--- src/xld_pkg.sv ---
// Shared types, constants and the opcode table of the x86 instruction length decoder.
`default_nettype none

package xld_pkg;

  // Legacy prefix limit and the width of the prefix counter that follows from it.
  localparam int unsigned MAX_PREFIXES = 4;
  localparam int unsigned PcW = $clog2(MAX_PREFIXES + 1);

  // Special byte values.
  localparam logic [7:0] OPSIZE_PREFIX = 8'h66;
  localparam logic [3:0] REX_HIGH      = 4'h4;

  // Configuration register indexes and reset value.
  localparam logic       REG_MIN_LENGTH   = 1'b0;
  localparam logic [6:0] MIN_LENGTH_RESET = 7'd5;

  // Decoder phases.
  typedef enum logic [2:0] {
    PH_PREFIX   = 3'd0,
    PH_OPCODE   = 3'd1,
    PH_MODRM    = 3'd2,
    PH_SIB_MOD0 = 3'd3,
    PH_SIB      = 3'd4,
    PH_TAIL     = 3'd5
  } phase_e;

  // Opcode attribute flags.
  typedef struct packed {
    logic rel;
    logic i32;
    logic i16;
    logic i8;
    logic group;
    logic modrm;
  } op_flags_t;

  localparam logic [5:0] F_MODRM = 6'b000001;
  localparam logic [5:0] F_GROUP = 6'b000010;
  localparam logic [5:0] F_I8    = 6'b000100;
  localparam logic [5:0] F_I16   = 6'b001000;
  localparam logic [5:0] F_I32   = 6'b010000;
  localparam logic [5:0] F_REL   = 6'b100000;

  // Result of an opcode lookup.
  typedef struct packed {
    logic       found;
    op_flags_t  flags;
    logic [7:0] regs;
  } op_info_t;

  // One table entry: the opcode matches when (byte & care) == op.
  typedef struct packed {
    logic [7:0] op;
    logic [7:0] care;
    logic [5:0] flags;
    logic [7:0] regs;
  } op_entry_t;

  localparam int unsigned OP_COUNT = 47;

  localparam op_entry_t OP_TABLE [OP_COUNT] = '{
    '{8'h00, 8'hFC, F_MODRM, 8'h00}, '{8'h08, 8'hFC, F_MODRM, 8'h00},
    '{8'h20, 8'hFC, F_MODRM, 8'h00}, '{8'h28, 8'hFC, F_MODRM, 8'h00},
    '{8'h30, 8'hFC, F_MODRM, 8'h00}, '{8'h84, 8'hFE, F_MODRM, 8'h00},
    '{8'h88, 8'hFC, F_MODRM, 8'h00}, '{8'h8C, 8'hFF, F_MODRM, 8'h00},
    '{8'h8D, 8'hFF, F_MODRM, 8'h00}, '{8'h8E, 8'hFF, F_MODRM, 8'h00},
    '{8'h04, 8'hFF, F_I8, 8'h00}, '{8'h0C, 8'hFF, F_I8, 8'h00},
    '{8'h24, 8'hFF, F_I8, 8'h00}, '{8'h2C, 8'hFF, F_I8, 8'h00},
    '{8'h34, 8'hFF, F_I8, 8'h00}, '{8'hA8, 8'hFF, F_I8, 8'h00},
    '{8'h6A, 8'hFF, F_I8, 8'h00}, '{8'hA0, 8'hFF, F_I8, 8'h00},
    '{8'hA2, 8'hFF, F_I8, 8'h00},
    '{8'h05, 8'hFF, F_I32, 8'h00}, '{8'h0D, 8'hFF, F_I32, 8'h00},
    '{8'h25, 8'hFF, F_I32, 8'h00}, '{8'h2D, 8'hFF, F_I32, 8'h00},
    '{8'h35, 8'hFF, F_I32, 8'h00}, '{8'hA9, 8'hFF, F_I32, 8'h00},
    '{8'h68, 8'hFF, F_I32, 8'h00}, '{8'hA1, 8'hFF, F_I32, 8'h00},
    '{8'hA3, 8'hFF, F_I32, 8'h00},
    '{8'hE8, 8'hFE, F_I32 | F_REL, 8'h00},
    '{8'hC8, 8'hFF, F_I16 | F_I8, 8'h00}, '{8'hC2, 8'hFF, F_I16, 8'h00},
    '{8'hCC, 8'hFF, 6'b000000, 8'h00}, '{8'hC9, 8'hFF, 6'b000000, 8'h00},
    '{8'h90, 8'hFF, 6'b000000, 8'h00}, '{8'hC3, 8'hFF, 6'b000000, 8'h00},
    '{8'hB0, 8'hF8, F_I8, 8'h00}, '{8'hB8, 8'hF8, F_I32, 8'h00},
    '{8'h50, 8'hF0, 6'b000000, 8'h00},
    '{8'h80, 8'hFF, F_MODRM | F_GROUP | F_I8, 8'h73},
    '{8'h81, 8'hFF, F_MODRM | F_GROUP | F_I32, 8'h73},
    '{8'h83, 8'hFF, F_MODRM | F_GROUP | F_I8, 8'hF3},
    '{8'hFF, 8'hFF, F_MODRM | F_GROUP, 8'h56},
    '{8'hC6, 8'hFF, F_MODRM | F_GROUP | F_I8, 8'h01},
    '{8'hC7, 8'hFF, F_MODRM | F_GROUP | F_I32, 8'h01},
    '{8'h8F, 8'hFF, F_MODRM | F_GROUP, 8'h01},
    '{8'hF6, 8'hFF, F_MODRM | F_GROUP | F_I8, 8'h01},
    '{8'hF7, 8'hFF, F_MODRM | F_GROUP | F_I32, 8'h01}
  };

  // True for the eleven legacy prefix bytes.
  function automatic logic is_prefix(input logic [7:0] b);
    return (b == 8'hF0) || (b == 8'hF2) || (b == 8'hF3) || (b == 8'h2E) ||
           (b == 8'h36) || (b == 8'h3E) || (b == 8'h26) || (b == 8'h64) ||
           (b == 8'h65) || (b == 8'h66) || (b == 8'h67);
  endfunction

  // Immediate byte count; a 32-bit immediate takes the operand size.
  function automatic logic [3:0] imm_bytes(input op_flags_t f, input logic [3:0] opb);
    logic [3:0] n;
    n = 4'd0;
    if (f.i8)  n = n + 4'd1;
    if (f.i16) n = n + 4'd2;
    if (f.i32) n = n + opb;
    return n;
  endfunction

endpackage

`default_nettype wire

--- src/xld_op_decode.sv ---
// Opcode table lookup: first matching entry of the fixed opcode table.
`default_nettype none

module xld_op_decode (
  input  logic [7:0]        opcode_i,
  output xld_pkg::op_info_t info_o
);
  import xld_pkg::*;

  // Scan from the last entry down so that the first match wins.
  always_comb begin
    info_o = '0;
    for (int i = OP_COUNT - 1; i >= 0; i--) begin
      if ((opcode_i & OP_TABLE[i].care) == OP_TABLE[i].op) begin
        info_o.found = 1'b1;
        info_o.flags = op_flags_t'(OP_TABLE[i].flags);
        info_o.regs  = OP_TABLE[i].regs;
      end
    end
  end

endmodule

`default_nettype wire

--- src/x86_instruction_length_decoder_unit.sv ---
// Top level of the x86 instruction length decoder: byte stream in, one result per instruction.
//
// Code bytes arrive on the slave stream, one per transaction; tdata carries the byte and
// tuser marks the first byte of a new region, which clears the running total, the stop
// flag and any partial instruction. Every accepted byte updates the decoder state in the
// same cycle. When a byte completes an instruction (or hits an unknown opcode or a bad group
// reg field) the result is loaded into the output register and appears on the master stream
// in the cycle after the byte was accepted. Throughput is one byte per cycle unless a result
// stalls, limited by the single pass through the opcode table and the counters. The output
// register decouples the sides: a new byte is taken while a result waits only if that result
// leaves in the same cycle, so tready drops while the receiver stalls with a result pending.
// After reset the decoder is stopped and ignores bytes until one arrives with tuser set;
// min_length resets to 5. Once the total reaches min_length, or a byte gives an error,
// decoding stops again until the next region start.
// The APB port holds min_length at address 0; pready is always high.
`default_nettype none

module x86_instruction_length_decoder_unit (
  input  logic        clk_i,
  input  logic        rst_ni,
  // Input stream.
  input  logic        s_axis_tvalid,
  output logic        s_axis_tready,
  input  logic [7:0]  s_axis_tdata,   // [7:0] code_byte
  input  logic        s_axis_tuser,   // [0] begin_req
  // Result stream.
  output logic        m_axis_tvalid,
  input  logic        m_axis_tready,
  // [4:0] insn_length, [9:5] reloc_offset, [16:10] total_length,
  // [17] reached_minimum, [23:18] zero
  output logic [23:0] m_axis_tdata,
  output logic        m_axis_tuser,   // [0] status
  // Configuration port.
  input  logic        psel,
  input  logic        penable,
  input  logic        pwrite,
  input  logic [2:0]  paddr,
  input  logic [31:0] pwdata,
  output logic [31:0] prdata,
  output logic        pready
);
  import xld_pkg::*;

  // Configuration register.
  logic [6:0] min_length_q;
  logic       cfg_wr;

  assign pready = 1'b1;
  assign cfg_wr = psel && penable && pwrite && pready && (paddr[2] == REG_MIN_LENGTH);
  assign prdata = (paddr[2] == REG_MIN_LENGTH) ? {25'd0, min_length_q} : 32'd0;

  always_ff @(posedge clk_i or negedge rst_ni) begin
    if (!rst_ni) begin
      min_length_q <= MIN_LENGTH_RESET;
    end else if (cfg_wr) begin
      min_length_q <= pwdata[6:0];
    end
  end

  // Decoder state.
  phase_e          phase_q, phase_d;
  logic [4:0]      bytes_q, bytes_d;
  logic [3:0]      tail_q, tail_d;
  logic [3:0]      opb_q, opb_d;
  logic [PcW-1:0]  pc_q, pc_d;
  op_info_t        held_q, held_d;
  logic [4:0]      reloc_q, reloc_d;
  logic [6:0]      total_q, total_d;
  logic            stopped_q, stopped_d;

  // Output register.
  logic        out_valid_q, out_valid_d;
  logic [17:0] out_data_q, out_data_d;
  logic        out_status_q, out_status_d;

  logic       in_acc;
  logic       res_valid;
  logic       res_error;
  logic       res_done;
  op_info_t   byte_info;
  logic [4:0] bytes_base;
  logic [6:0] total_base;
  logic [4:0] bytes_n;
  logic [7:0] sum_w;
  logic [6:0] total_sat;
  logic [6:0] lim;
  logic       hit;
  logic [3:0] disp;
  logic [3:0] tail_set;
  logic       tail_path;

  assign s_axis_tready = !out_valid_q || m_axis_tready;
  assign in_acc        = s_axis_tvalid && s_axis_tready;

  // Lookup of the incoming byte as an opcode.
  xld_op_decode u_op_decode (
    .opcode_i (s_axis_tdata),
    .info_o   (byte_info)
  );

  // Completion arithmetic: saturated running total and the minimum check.
  // A region start counts from zero.
  always_comb begin
    bytes_base = s_axis_tuser ? 5'd0 : bytes_q;
    total_base = s_axis_tuser ? 7'd0 : total_q;
    bytes_n    = bytes_base + 5'd1;
    sum_w      = {1'b0, total_base} + {3'b000, bytes_n};
    total_sat  = sum_w[7] ? 7'd127 : sum_w[6:0];
    lim        = (min_length_q == 7'd0) ? 7'd1 : min_length_q;
    hit        = total_sat >= lim;
  end

  // Per-byte step: next state and result.
  always_comb begin
    // Region start clears the partial instruction and total first.
    if (s_axis_tuser) begin
      phase_d   = PH_PREFIX;
      bytes_d   = 5'd0;
      tail_d    = 4'd0;
      opb_d     = 4'd4;
      pc_d      = '0;
      held_d    = '0;
      reloc_d   = 5'd0;
      total_d   = 7'd0;
      stopped_d = 1'b0;
    end else begin
      phase_d   = phase_q;
      bytes_d   = bytes_q;
      tail_d    = tail_q;
      opb_d     = opb_q;
      pc_d      = pc_q;
      held_d    = held_q;
      reloc_d   = reloc_q;
      total_d   = total_q;
      stopped_d = stopped_q;
    end

    res_error = 1'b0;
    res_done  = 1'b0;
    tail_path = 1'b0;
    tail_set  = 4'd0;
    disp      = 4'd0;

    if (!stopped_d) begin
      unique case (phase_d)
        PH_PREFIX, PH_OPCODE: begin
          if (phase_d == PH_PREFIX && pc_d < PcW'(MAX_PREFIXES) &&
              is_prefix(s_axis_tdata)) begin
            pc_d = pc_d + PcW'(1);
            if (s_axis_tdata == OPSIZE_PREFIX) opb_d = 4'd2;
          end else if (phase_d == PH_PREFIX && s_axis_tdata[7:4] == REX_HIGH) begin
            if (s_axis_tdata[3]) opb_d = 4'd8;
            phase_d = PH_OPCODE;
          end else if (!byte_info.found) begin
            res_error = 1'b1;
          end else if (byte_info.flags.modrm) begin
            held_d  = byte_info;
            phase_d = PH_MODRM;
          end else begin
            if (byte_info.flags.rel) reloc_d = bytes_n;
            tail_set  = imm_bytes(byte_info.flags, opb_d);
            tail_path = 1'b1;
          end
        end
        PH_MODRM: begin
          if (held_d.flags.group && !held_d.regs[s_axis_tdata[5:3]]) begin
            res_error = 1'b1;
          end else begin
            if (s_axis_tdata[7:6] == 2'd1) begin
              disp = 4'd1;
            end else if (s_axis_tdata[7:6] == 2'd2) begin
              disp = 4'd4;
            end else if (s_axis_tdata[7:6] == 2'd0 && s_axis_tdata[2:0] == 3'd5) begin
              disp    = 4'd4;
              reloc_d = bytes_n;
            end
            tail_set = disp + imm_bytes(held_d.flags, opb_d);
            if (s_axis_tdata[7:6] != 2'd3 && s_axis_tdata[2:0] == 3'd4) begin
              tail_d  = tail_set;
              phase_d = (s_axis_tdata[7:6] == 2'd0) ? PH_SIB_MOD0 : PH_SIB;
            end else begin
              tail_path = 1'b1;
            end
          end
        end
        PH_SIB_MOD0: begin
          tail_set  = (s_axis_tdata[2:0] == 3'd5) ? tail_d + 4'd4 : tail_d;
          tail_path = 1'b1;
        end
        PH_SIB: begin
          tail_set  = tail_d;
          tail_path = 1'b1;
        end
        PH_TAIL: begin
          if (tail_d != 4'd0) tail_d = tail_d - 4'd1;
          if (tail_d == 4'd0) res_done = 1'b1;
        end
        default: begin
          phase_d = PH_PREFIX;
          pc_d    = '0;
          opb_d   = 4'd4;
          reloc_d = 5'd0;
          tail_d  = 4'd0;
          held_d  = '0;
        end
      endcase

      // Tail count known: finish now, or wait for the trailing bytes.
      if (tail_path) begin
        tail_d = tail_set;
        if (tail_set == 4'd0) res_done = 1'b1;
        else phase_d = PH_TAIL;
      end
    end

    res_valid    = res_done || res_error;
    out_status_d = res_error;
    out_data_d   = '0;
    if (res_done) begin
      out_data_d = {hit, total_sat, reloc_d, bytes_n};
    end

    // Byte count of the instruction in progress.
    if (!stopped_d) begin
      bytes_d = bytes_n;
      if (phase_d == PH_PREFIX && !res_valid && phase_q != PH_PREFIX && !s_axis_tuser) begin
        bytes_d = 5'd0;
      end
    end

    // A finished instruction or an error clears the instruction state.
    if (res_valid) begin
      phase_d = PH_PREFIX;
      bytes_d = 5'd0;
      tail_d  = 4'd0;
      opb_d   = 4'd4;
      pc_d    = '0;
      held_d  = '0;
      reloc_d = 5'd0;
      if (res_error) begin
        total_d   = 7'd0;
        stopped_d = 1'b1;
      end else begin
        total_d   = total_sat;
        stopped_d = hit;
      end
    end

    // The output register keeps its result until the receiver takes it.
    if (in_acc && res_valid) begin
      out_valid_d = 1'b1;
    end else if (m_axis_tready) begin
      out_valid_d = 1'b0;
    end else begin
      out_valid_d = out_valid_q;
    end
  end

  // Control registers.
  always_ff @(posedge clk_i or negedge rst_ni) begin
    if (!rst_ni) begin
      phase_q     <= PH_PREFIX;
      bytes_q     <= 5'd0;
      tail_q      <= 4'd0;
      opb_q       <= 4'd4;
      pc_q        <= '0;
      held_q      <= '0;
      reloc_q     <= 5'd0;
      total_q     <= 7'd0;
      stopped_q   <= 1'b1;
      out_valid_q <= 1'b0;
    end else begin
      out_valid_q <= out_valid_d;
      if (in_acc) begin
        phase_q   <= phase_d;
        bytes_q   <= bytes_d;
        tail_q    <= tail_d;
        opb_q     <= opb_d;
        pc_q      <= pc_d;
        held_q    <= held_d;
        reloc_q   <= reloc_d;
        total_q   <= total_d;
        stopped_q <= stopped_d;
      end
    end
  end

  // Result payload register.
  always_ff @(posedge clk_i) begin
    if (in_acc && res_valid) begin
      out_data_q   <= out_data_d;
      out_status_q <= out_status_d;
    end
  end

  assign m_axis_tvalid = out_valid_q;
  assign m_axis_tdata  = {6'd0, out_data_q};
  assign m_axis_tuser  = out_status_q;

  // An error result carries nothing but the status flag.
  assert property (@(posedge clk_i) disable iff (!rst_ni)
    m_axis_tvalid && m_axis_tuser |-> m_axis_tdata == 24'd0)
    else $error("error result with nonzero fields");

  // A decoded instruction has a length and the total covers it.
  assert property (@(posedge clk_i) disable iff (!rst_ni)
    m_axis_tvalid && !m_axis_tuser |->
      m_axis_tdata[4:0] != 5'd0 && m_axis_tdata[16:10] >= {2'b00, m_axis_tdata[4:0]})
    else $error("decoded result with bad length or total");

  // Reaching the minimum or an error stops the decoder.
  assert property (@(posedge clk_i) disable iff (!rst_ni)
    in_acc && res_valid && (res_error || hit) |=> stopped_q)
    else $error("decoder did not stop after final result");

  // A stalled result blocks new bytes.
  assert property (@(posedge clk_i) disable iff (!rst_ni)
    out_valid_q && !m_axis_tready |-> !s_axis_tready)
    else $error("byte accepted while a result is stalled");

endmodule

`default_nettype wire
--- config.mk ---
export PLATFORM = sky130hd
export DESIGN_NAME = x86_instruction_length_decoder_unit
export DESIGN_NICKNAME = d
export VERILOG_FILES = /design/src/xld_pkg.sv /design/src/xld_op_decode.sv /design/src/x86_instruction_length_decoder_unit.sv
export SDC_FILE = /design/constraint.sdc
export NUM_CORES = 1
export LEC_CHECK = 0
export CAP_MARGIN = 20
export CORE_MARGIN = 10
export CORE_UTILIZATION = 65
export CTS_CLUSTER_SIZE = 12
export DETAILED_ROUTE_END_ITERATION = 6
export DONT_BUFFER_PORTS = 1
export GPL_TIMING_DRIVEN = 0
export PLACE_DENSITY = 0.79
export SLEW_MARGIN = 20
export SYNTH_ARGS = -nofsm -noshare
export SYNTH_HDL_FRONTEND = slang
export SYNTH_SLANG_ARGS = --single-unit
--- constraint.sdc ---
create_clock -name clk_i -period 4.7 [get_ports clk_i]
set_input_delay 0.47 -clock clk_i [delete_from_list [all_inputs] [get_ports clk_i]]
set_output_delay 0.47 -clock clk_i [all_outputs]
set_load 0.03 [all_outputs]
==> Yosys cells after proc, flatten, opt, wreduce, memory -nomap -nowiden <==
Cells that the tools add are included.
{ "totals": {"regBits": 74, "inputBits": 51, "out_inout_bits": 60} }
{ "op_classes": {"add_sub_neg": 10, "order_cmp": 3, "n_eq_ne": 68, "n_mux": 181, "n_bitwise": 1, "reduce_logical": 45} }
{ "op_table": {"columns": ["op", "n"], "rows": [
  ["$mux 15", 54],
  ["$eq 8x8->1 const B", 27],
  ["$mux 4", 51],
  ["$eq 8x6->1 const B", 10],
  ["$mux 5", 16],
  ["$mux 3", 19],
  ["$eq 8x7->1 const B", 6],
  ["$mux 7", 6],
  ["$pmux 15 s2", 1],
  ["$mux 1", 25],
  ["$eq 6x4->1 const B", 3],
  ["$eq 8x3->1 const B", 2],
  ["$eq 8x4->1 const B", 2],
  ["$pmux 4 s4", 1],
  ["$pmux 5 s3", 1],
  ["$eq 7x7->1 const B", 2],
  ["$logic_and 1x1->1", 14],
  ["$add 4x4->4", 3],
  ["$eq 3x3->1 const B", 4],
  ["$logic_or 1x1->1", 12],
  ["$pmux 4 s3", 1],
  ["$eq 5x5->1 const B", 2],
  ["$pmux 3 s3", 1],
  ["$add 4x2->4 const B", 2],
  ["other kinds (34)", 43]
]} }

==> Logic depth before layout (Yosys ltp) <==
{ "logic_depth": {"word_depth": 83, "depth_mapped": 24} }

==> Modules after synthesis <==
Synthesis repeated with hierarchy kept, for this count alone.
{ "hier_totals": {"cells_unflattened": 673, "hier_area_um2": 5953.2} }
{ "modules_own_cells": {"columns": ["mod", "n_inst", "cells_per_inst", "area_per_inst_um2", "seq_area_each_um2"], "rows": [
  ["x86_instruction_length_decoder_unit", 1, 592, 5445.2, 1876.8],
  ["xld_op_decode", 1, 81, 508.0, 0.0]
]} }

==> Least setup slack after synthesis <==
No wires, ideal clock.
{ "synth_path": {"kind": "input -> register", "from": "input s_axis_tuser", "to": "register out_status_q, in the netlist m_axis_tuser (enable)", "setup_ns": 0.395, "arrival_time_ns": 4.431, "required_time_ns": 4.305, "slack_ns": -0.126, "path_stages": 17, "cell_sequence": "clkbuf_1 clkbuf_1 buf_1 nor2b_1 ha_1 fa_1 xnor2_1 nor2_1 ha_1 a31o_2 xor2_1 a21oi_1 and4bb_4 nand2_1 nand2_1 nand2_1 nor2_1"} }
{ "synth_via": {"elab_chain_cells": 25, "elab_cells_between_ends": 72} }
{ "synth_lines": {"columns": ["item", "line", "rtl"], "rows": [
  ["start, declared", "x86_instruction_length_decoder_unit.sv:25", "input logic s_axis_tuser,"],
  ["$mux 15", "x86_instruction_length_decoder_unit.sv:116", "if (s_axis_tuser) begin"],
  ["$mux 1", "xld_pkg.sv:106", "if (f.i8) n = n + 4'd1;"],
  ["$mux 4", "x86_instruction_length_decoder_unit.sv:166", "if (held_d.flags.group && !held_d.regs[s_axis_tdata[5:3]]) begin"],
  ["$mux 4", "x86_instruction_length_decoder_unit.sv:145", "unique case (phase_d)"],
  ["$mux 4", "x86_instruction_length_decoder_unit.sv:144", "if (!stopped_d) begin"],
  ["$add 4x2->4", "xld_pkg.sv:107", "if (f.i16) n = n + 4'd2;"],
  ["$mux 4", "xld_pkg.sv:107", null],
  ["$mux 4", "x86_instruction_length_decoder_unit.sv:166", null],
  ["(+9 left out)", null, null],
  ["$pmux 4 s4", "x86_instruction_length_decoder_unit.sv:145", null],
  ["$mux 4", "x86_instruction_length_decoder_unit.sv:144", null],
  ["$logic_not 4->1", "x86_instruction_length_decoder_unit.sv:211", "if (tail_set == 4'd0) res_done = 1'b1;"],
  ["$mux 1", "x86_instruction_length_decoder_unit.sv:211", null],
  ["$mux 1", "x86_instruction_length_decoder_unit.sv:209", "if (tail_path) begin"],
  ["$mux 1", "x86_instruction_length_decoder_unit.sv:144", null],
  ["$logic_or 1x1->1 *", "x86_instruction_length_decoder_unit.sv:216", "res_valid = res_done || res_error;"],
  ["$logic_and 1x1->1 *", "x86_instruction_length_decoder_unit.sv:290", "if (in_acc && res_valid) begin"],
  ["end signal, assigned", "x86_instruction_length_decoder_unit.sv:292", "out_status_q <= out_status_d;"],
  ["end, declared", "x86_instruction_length_decoder_unit.sv:74", "logic out_status_q, out_status_d;"]
]} }
Mark *: on every way between the ends. The rest lies on a longest branch, timed or not. The select of a mux whose other input is x is not followed.
A chain may end at the register's enable or synchronous reset.

==> Worst setup path after layout <==
{ "layout_path": {"from": "input s_axis_tdata[1]", "to": "register bytes_q[2]"} }
{ "layout_via": {"elab_chain_cells": 82, "elab_cells_between_ends": 179} }
{ "layout_lines": {"columns": ["item", "line", "rtl"], "rows": [
  ["start, declared", "x86_instruction_length_decoder_unit.sv:24", "input logic [7:0] s_axis_tdata,"],
  ["$eq 8x8->1", "xld_op_decode.sv:14", "if ((opcode_i & OP_TABLE[i].care) == OP_TABLE[i].op) begin"],
  ["$mux 15 (46 in series)", "xld_op_decode.sv:14", null],
  ["$mux 1", "xld_pkg.sv:106", null],
  ["$mux 4", "x86_instruction_length_decoder_unit.sv:156", "end else if (byte_info.flags.modrm) begin"],
  ["$mux 4", "x86_instruction_length_decoder_unit.sv:154", "end else if (!byte_info.found) begin"],
  ["$mux 4", "x86_instruction_length_decoder_unit.sv:151", "end else if (phase_d == PH_PREFIX && s_axis_tdata[7:4] == REX_HIGH) begin"],
  ["$mux 4", "x86_instruction_length_decoder_unit.sv:147", "if (phase_d == PH_PREFIX && pc_d < PcW'(MAX_PREFIXES) &&"],
  ["$mux 4", "x86_instruction_length_decoder_unit.sv:145", null],
  ["(+19 left out)", null, null],
  ["$mux 1", "x86_instruction_length_decoder_unit.sv:209", null],
  ["$mux 1", "x86_instruction_length_decoder_unit.sv:144", null],
  ["$logic_or 1x1->1", "x86_instruction_length_decoder_unit.sv:216", null],
  ["$logic_not 1->1", "x86_instruction_length_decoder_unit.sv:226", "if (phase_d == PH_PREFIX && !res_valid && phase_q != PH_PREFIX && !s_axis_tuser) begin"],
  ["$logic_and 1x1->1 (3 in series)", "x86_instruction_length_decoder_unit.sv:226", null],
  ["$mux 5", "x86_instruction_length_decoder_unit.sv:226", null],
  ["$mux 5", "x86_instruction_length_decoder_unit.sv:224", "if (!stopped_d) begin"],
  ["$mux 5 *", "x86_instruction_length_decoder_unit.sv:232", "if (res_valid) begin"],
  ["end signal, assigned", "x86_instruction_length_decoder_unit.sv:276", "bytes_q <= bytes_d;"],
  ["end, declared", "x86_instruction_length_decoder_unit.sv:62", "logic [4:0] bytes_q, bytes_d;"]
]} }
Marks and branches as above.

==> run_summary.xml <==
<?xml version="1.0" encoding="UTF-8"?>
<metrics>
  <group name="synthesis">
    <metric name="ys_seq_area_frac" unit="">0.335</metric>
    <metric name="synth_area_per_cell" unit="sq um">8.54</metric>
    <metric name="yosys_register_bits" unit="">71</metric>
    <metric name="post-synth-top-area-cell" unit="">sky130_fd_sc_hd__dfrtp_1</metric>
    <metric name="ys.flop_type" unit="">sky130_fd_sc_hd__dfrtp_1</metric>
    <metric name="postSynthCellCount" unit="">655</metric>
    <metric name="yosysTopAreaCellShare" unit="">0.215</metric>
    <metric name="syn_area" unit="sq um">5590</metric>
    <metric name="ys_async_sr_fraction" unit="">0.732</metric>
    <metric name="yosysUniqueCellTypes" unit="">78</metric>
    <metric name="synth.area.top_cells" unit="">sky130_fd_sc_hd__dfrtp_1, sky130_fd_sc_hd__edfxtp_1, sky130_fd_sc_hd__ha_1, sky130_fd_sc_hd__nor2_1, sky130_fd_sc_hd__buf_4</metric>
    <metric name="count_of_flip_flops_with_a_built_in_enable_after_synthesis" unit="">19</metric>
    <metric name="synth_warnings" unit="">0</metric>
  </group>
  <group name="detailed_routing">
    <metric name="wl_met1" unit="um">6610</metric>
    <metric name="drt_first_iter_violations" unit="">464</metric>
    <metric name="final_antenna_net_count" unit="">0</metric>
    <metric name="routed_via_density" unit="">6.44</metric>
    <metric name="dr.max_layer_used" unit="">met4</metric>
    <metric name="met3WireLength" unit="um">1860</metric>
    <metric name="met2RoutedLength" unit="um">7490</metric>
    <metric name="total_via_count_in_the_routed_design" unit="">5206</metric>
    <metric name="routed_wirelength" unit="um">16200</metric>
    <metric name="drc" unit="">0</metric>
    <metric name="post_drt_wl_per_cell" unit="um">20.1</metric>
    <metric name="drt_pre_antenna_iters" unit="">5</metric>
  </group>
  <group name="global_routing">
    <metric name="number_of_global_route_vias_before_repair" unit="">5059</metric>
    <metric name="global_route.overflow_total" unit="">0</metric>
    <metric name="maximum_number_of_pins_on_one_net_before_global_route_repair" unit="">53</metric>
    <metric name="grt_usage" unit="">0.246</metric>
    <metric name="grt_pass1_wl" unit="um">26000</metric>
    <metric name="antenna_found_initial" unit="">0</metric>
  </group>
  <group name="sta">
    <metric name="final.setup.tns" unit="ns">0</metric>
    <metric name="timing.final.max_slew_violations" unit="">0</metric>
    <metric name="hold_viol_final" unit="">0</metric>
    <metric name="achievable_freq" unit="GHz">0.226</metric>
    <metric name="minimum_period_implied_by_the_final_worst_setup_slack" unit="ns">4.43</metric>
    <metric name="slew_headroom" unit="">0.533</metric>
    <metric name="final.setup_skew" unit="ns">0.0157</metric>
    <metric name="postLayoutSetupSlackWorst" unit="ns">0.269</metric>
    <metric name="timing_worst_slew_pin_value" unit="ns">0.698</metric>
    <metric name="finalSetupViolCount" unit="">0</metric>
    <metric name="min_period_over_period" unit="">0.943</metric>
  </group>
  <group name="cells_and_area">
    <metric name="final_core_util" unit="">0.742</metric>
    <metric name="finalNetCount" unit="">775</metric>
    <metric name="post_route_cells_drive_above_1_share" unit="">0.139</metric>
    <metric name="final-instance-count-excl-fill" unit="">808</metric>
    <metric name="fillerInstances" unit="">653</metric>
    <metric name="antenna_cells_inserted" unit="">0</metric>
    <metric name="area.growth.synth_to_final" unit="%">10.1</metric>
  </group>
  <group name="power_and_ir_drop">
    <metric name="internal_power" unit="mW">1.22</metric>
    <metric name="vdd.ir_drop.worst" unit="mV">0.281</metric>
    <metric name="switching_share" unit="">0.384</metric>
    <metric name="power_density" unit="nW/um^2">322</metric>
    <metric name="total_power" unit="mW">1.98</metric>
    <metric name="power.share.clock" unit="">0.270</metric>
    <metric name="power_leakage" unit="nW">2.73</metric>
    <metric name="p_comb_frac" unit="">0.327</metric>
    <metric name="sequentialPowerShare" unit="">0.402</metric>
    <metric name="net-switching-power" unit="mW">0.760</metric>
  </group>
  <group name="cts">
    <metric name="cts_tree" unit="">done</metric>
    <metric name="cts_buffer_depth" unit="">2</metric>
    <metric name="clock_tree.htree_level_count" unit="">3</metric>
    <metric name="cts-buffers-inserted" unit="">9</metric>
    <metric name="clock_sinks" unit="">71</metric>
    <metric name="insertion_delay_to_the_later_sink_of_the_worst_skew_pair" unit="ns">0.36</metric>
    <metric name="clk_transition_reported_paths" unit="ns">0.08</metric>
    <metric name="cts_root_buffer" unit="">sky130_fd_sc_hd__clkbuf_8</metric>
  </group>
  <group name="setup_path">
    <metric name="worst-endpoint-arrival" unit="ns">4.68</metric>
    <metric name="ordered_cell_list_for_the_critical_path" unit="">clkbuf_1 &gt; buf_2 &gt; nand3b_1 &gt; nor3_1 &gt; a21oi_1 &gt; o21ai_0 &gt; ha_1 &gt; inv_1 &gt; fa_1 &gt; or3_1 &gt; a31oi_1 &gt; and4bb_4 &gt; nand2_2 &gt; a31o_1 &gt; or4_4 &gt; buf_6 &gt; a32o_1</metric>
    <metric name="cp_slowest_cell" unit="">sky130_fd_sc_hd__or4_4</metric>
    <metric name="path_delay_family" unit="">simple AND/OR/NAND/NOR gates</metric>
    <metric name="critPathRequiredTime" unit="ns">4.95</metric>
    <metric name="worst-setup-path-type" unit="">in2reg</metric>
    <metric name="critPathMaxFanout" unit="">10</metric>
    <metric name="worstSetupStartpointType" unit="">primary input</metric>
    <metric name="worstSetupEndpointType" unit="">flop</metric>
    <metric name="critical_path.n_buffers_inverters" unit="">4</metric>
    <metric name="slowest_delay" unit="ns">0.54</metric>
  </group>
  <group name="die">
    <metric name="core.rowCount" unit="">33</metric>
    <metric name="die_height" unit="um">113</metric>
    <metric name="design.die.area" unit="sq um">12700</metric>
    <metric name="floorplan.die.width" unit="um">113</metric>
    <metric name="ios" unit="">111</metric>
    <metric name="initial_core_util" unit="">0.674</metric>
    <metric name="core_area" unit="sq um">8300</metric>
  </group>
  <group name="job">
    <metric name="maxCapViolations" unit="">0</metric>
  </group>
  <group name="placed_design">
    <metric name="hpwlAfterDp" unit="um">12200</metric>
    <metric name="dp_cells" unit="">790</metric>
    <metric name="gp_congestion" unit="">0.953</metric>
    <metric name="place_worst_setup_slack" unit="ns">-1.09</metric>
    <metric name="count_of_input_and_output_buffers" unit="">0</metric>
  </group>
  <group name="outcome">
    <metric name="outcome" unit="">finished, final reports clean</metric>
  </group>
  <group name="worst_hold_path">
    <metric name="worst_hold_path_type" unit="">in2reg</metric>
  </group>
</metrics>
-- cells in the mapped netlist, drive strengths merged, types with 13 or more instances --
cell,number
nor2,71
nand2,60
dfrtp,48
buf,41
a21oi,38
o21ai,34
inv,31
nor2b,30
ha,23
clkbuf,21
edfxtp,19
nand3,16
a22o,14
nor3,14
nand2b,13
-- worst paths after layout --
kind / from / depth (start not counted) / end / slack [ns]
setup reg to reg: bytes_q[0]$_DFFE_PN0P_ / 21 / out_data_q[17]$_SDFFCE_PN0P_ / 0.45
hold / removal: pwdata[4] / 1 / min_length_q[4]$_DFFE_PN0P_ / 0.26
setup / recovery: s_axis_tdata[1] / 17 / bytes_q[2]$_DFFE_PN0P_ / 0.27
max in group asynchronous: rst_ni / 2 / min_length_q[2]$_DFFE_PN1P_ / 3.78
hold reg to reg: pc_q[0]$_DFFE_PN0P_ / 2 / pc_q[0]$_DFFE_PN0P_ / 0.48
min in group asynchronous: rst_ni / 2 / tail_q[2]$_DFFE_PN0P_ / 0.60
-- layer usage --
layer / up-vias / track usage
met5: - / 0
met4: 0 / 0.0711
met3: 38 / 0.0718
met2: 320 / 0.392
met1: 2453 / 0.316
li1: 2395 / -
-- area by class of cell --
type	count	area, sq um	area share
multi-input cells	520	3390	0.550
well taps	105	131	0.0213
repair buffers	2	37.5	0.00609
plain buffers	62	393	0.0638
clock inverters	7	87.6	0.0142
inverters	32	124	0.0201
flip-flops and latches	71	1880	0.305
clock buffers	9	124	0.0201
-- flip-flops by register name, indices dropped and copies added, names as in the netlist --
| name | count |
|---|---|
| m_axis_tvalid | 1 |
| reloc_q | 5 |
| out_data_q | 18 |
| phase_q | 3 |
| bytes_q | 5 |
| min_length_q | 7 |
| opb_q | 4 |
| stopped_q | 1 |
| held_q | 12 |
| m_axis_tuser | 1 |
| pc_q | 3 |
| total_q | 7 |
| tail_q | 4 |
-- kinds of logic (layout without fill, tap and decap cells) --
group	after synthesis	in the layout	synth area share
adder cells (fa/ha/maj)	26	26	0.0622
multiplexers	19	19	0.0358
AO/OA/AOI/OAI	173	173	0.219
AND/OR/NAND/NOR	254	254	0.232
other	2	32	0.00134
buffers and inverters	94	112	0.0883
XOR/XNOR	16	16	0.0251
flip-flops	71	71	0.335
-- timing repair --
| item | 4_1_cts | 5_1_grt |
|---|---|---|
| hold buffers | 2 | 0 |
| setup endpoints to repair | 38 | 38 |
| buffers inserted | 0 | 0 |
| hold endpoints to repair | 52 | 0 |
| gates resized for setup | 9 | 15 |
-- cells in the final DEF, fill, tap and decap left out, drive strengths merged, types with 16 or more instances in the layout --
cell type / Yosys / routed
a21oi: 38 / 38
buf: 41 / 44
clkbuf: 21 / 28
conb: 2 / 32
dfrtp: 48 / 48
edfxtp: 19 / 19
ha: 23 / 23
inv: 31 / 31
nand2: 60 / 60
nand3: 16 / 16
nor2: 71 / 71
nor2b: 30 / 30
o21ai: 34 / 34
-- metrics by stage --
| step | hold WS (ns) | instance area, sq um |
|---|---|---|
| 2_1_floorplan | 0.174 | 5710 |
| 3_3_place_gp | 0.176 | 5840 |
| 3_5_place_dp | 0.176 | 5840 |
| 4_1_cts | 0.252 | 6110 |
| 5_1_grt | 0.258 | 6160 |
| 6_report | 0.262 | 6160 |
-- power by group through the flow --
stage	Combinational, mW	Clock (mW)	Sequential, mW
CTS	0.627	0.534	0.794
finish	0.648	0.536	0.797
global route	0.707	0.556	0.803
global placement	0.589	0	0.803
detailed placement	0.606	0	0.807
floorplan	0.477	0	0.787
Note: power is estimated with default switching activity, not from simulation.
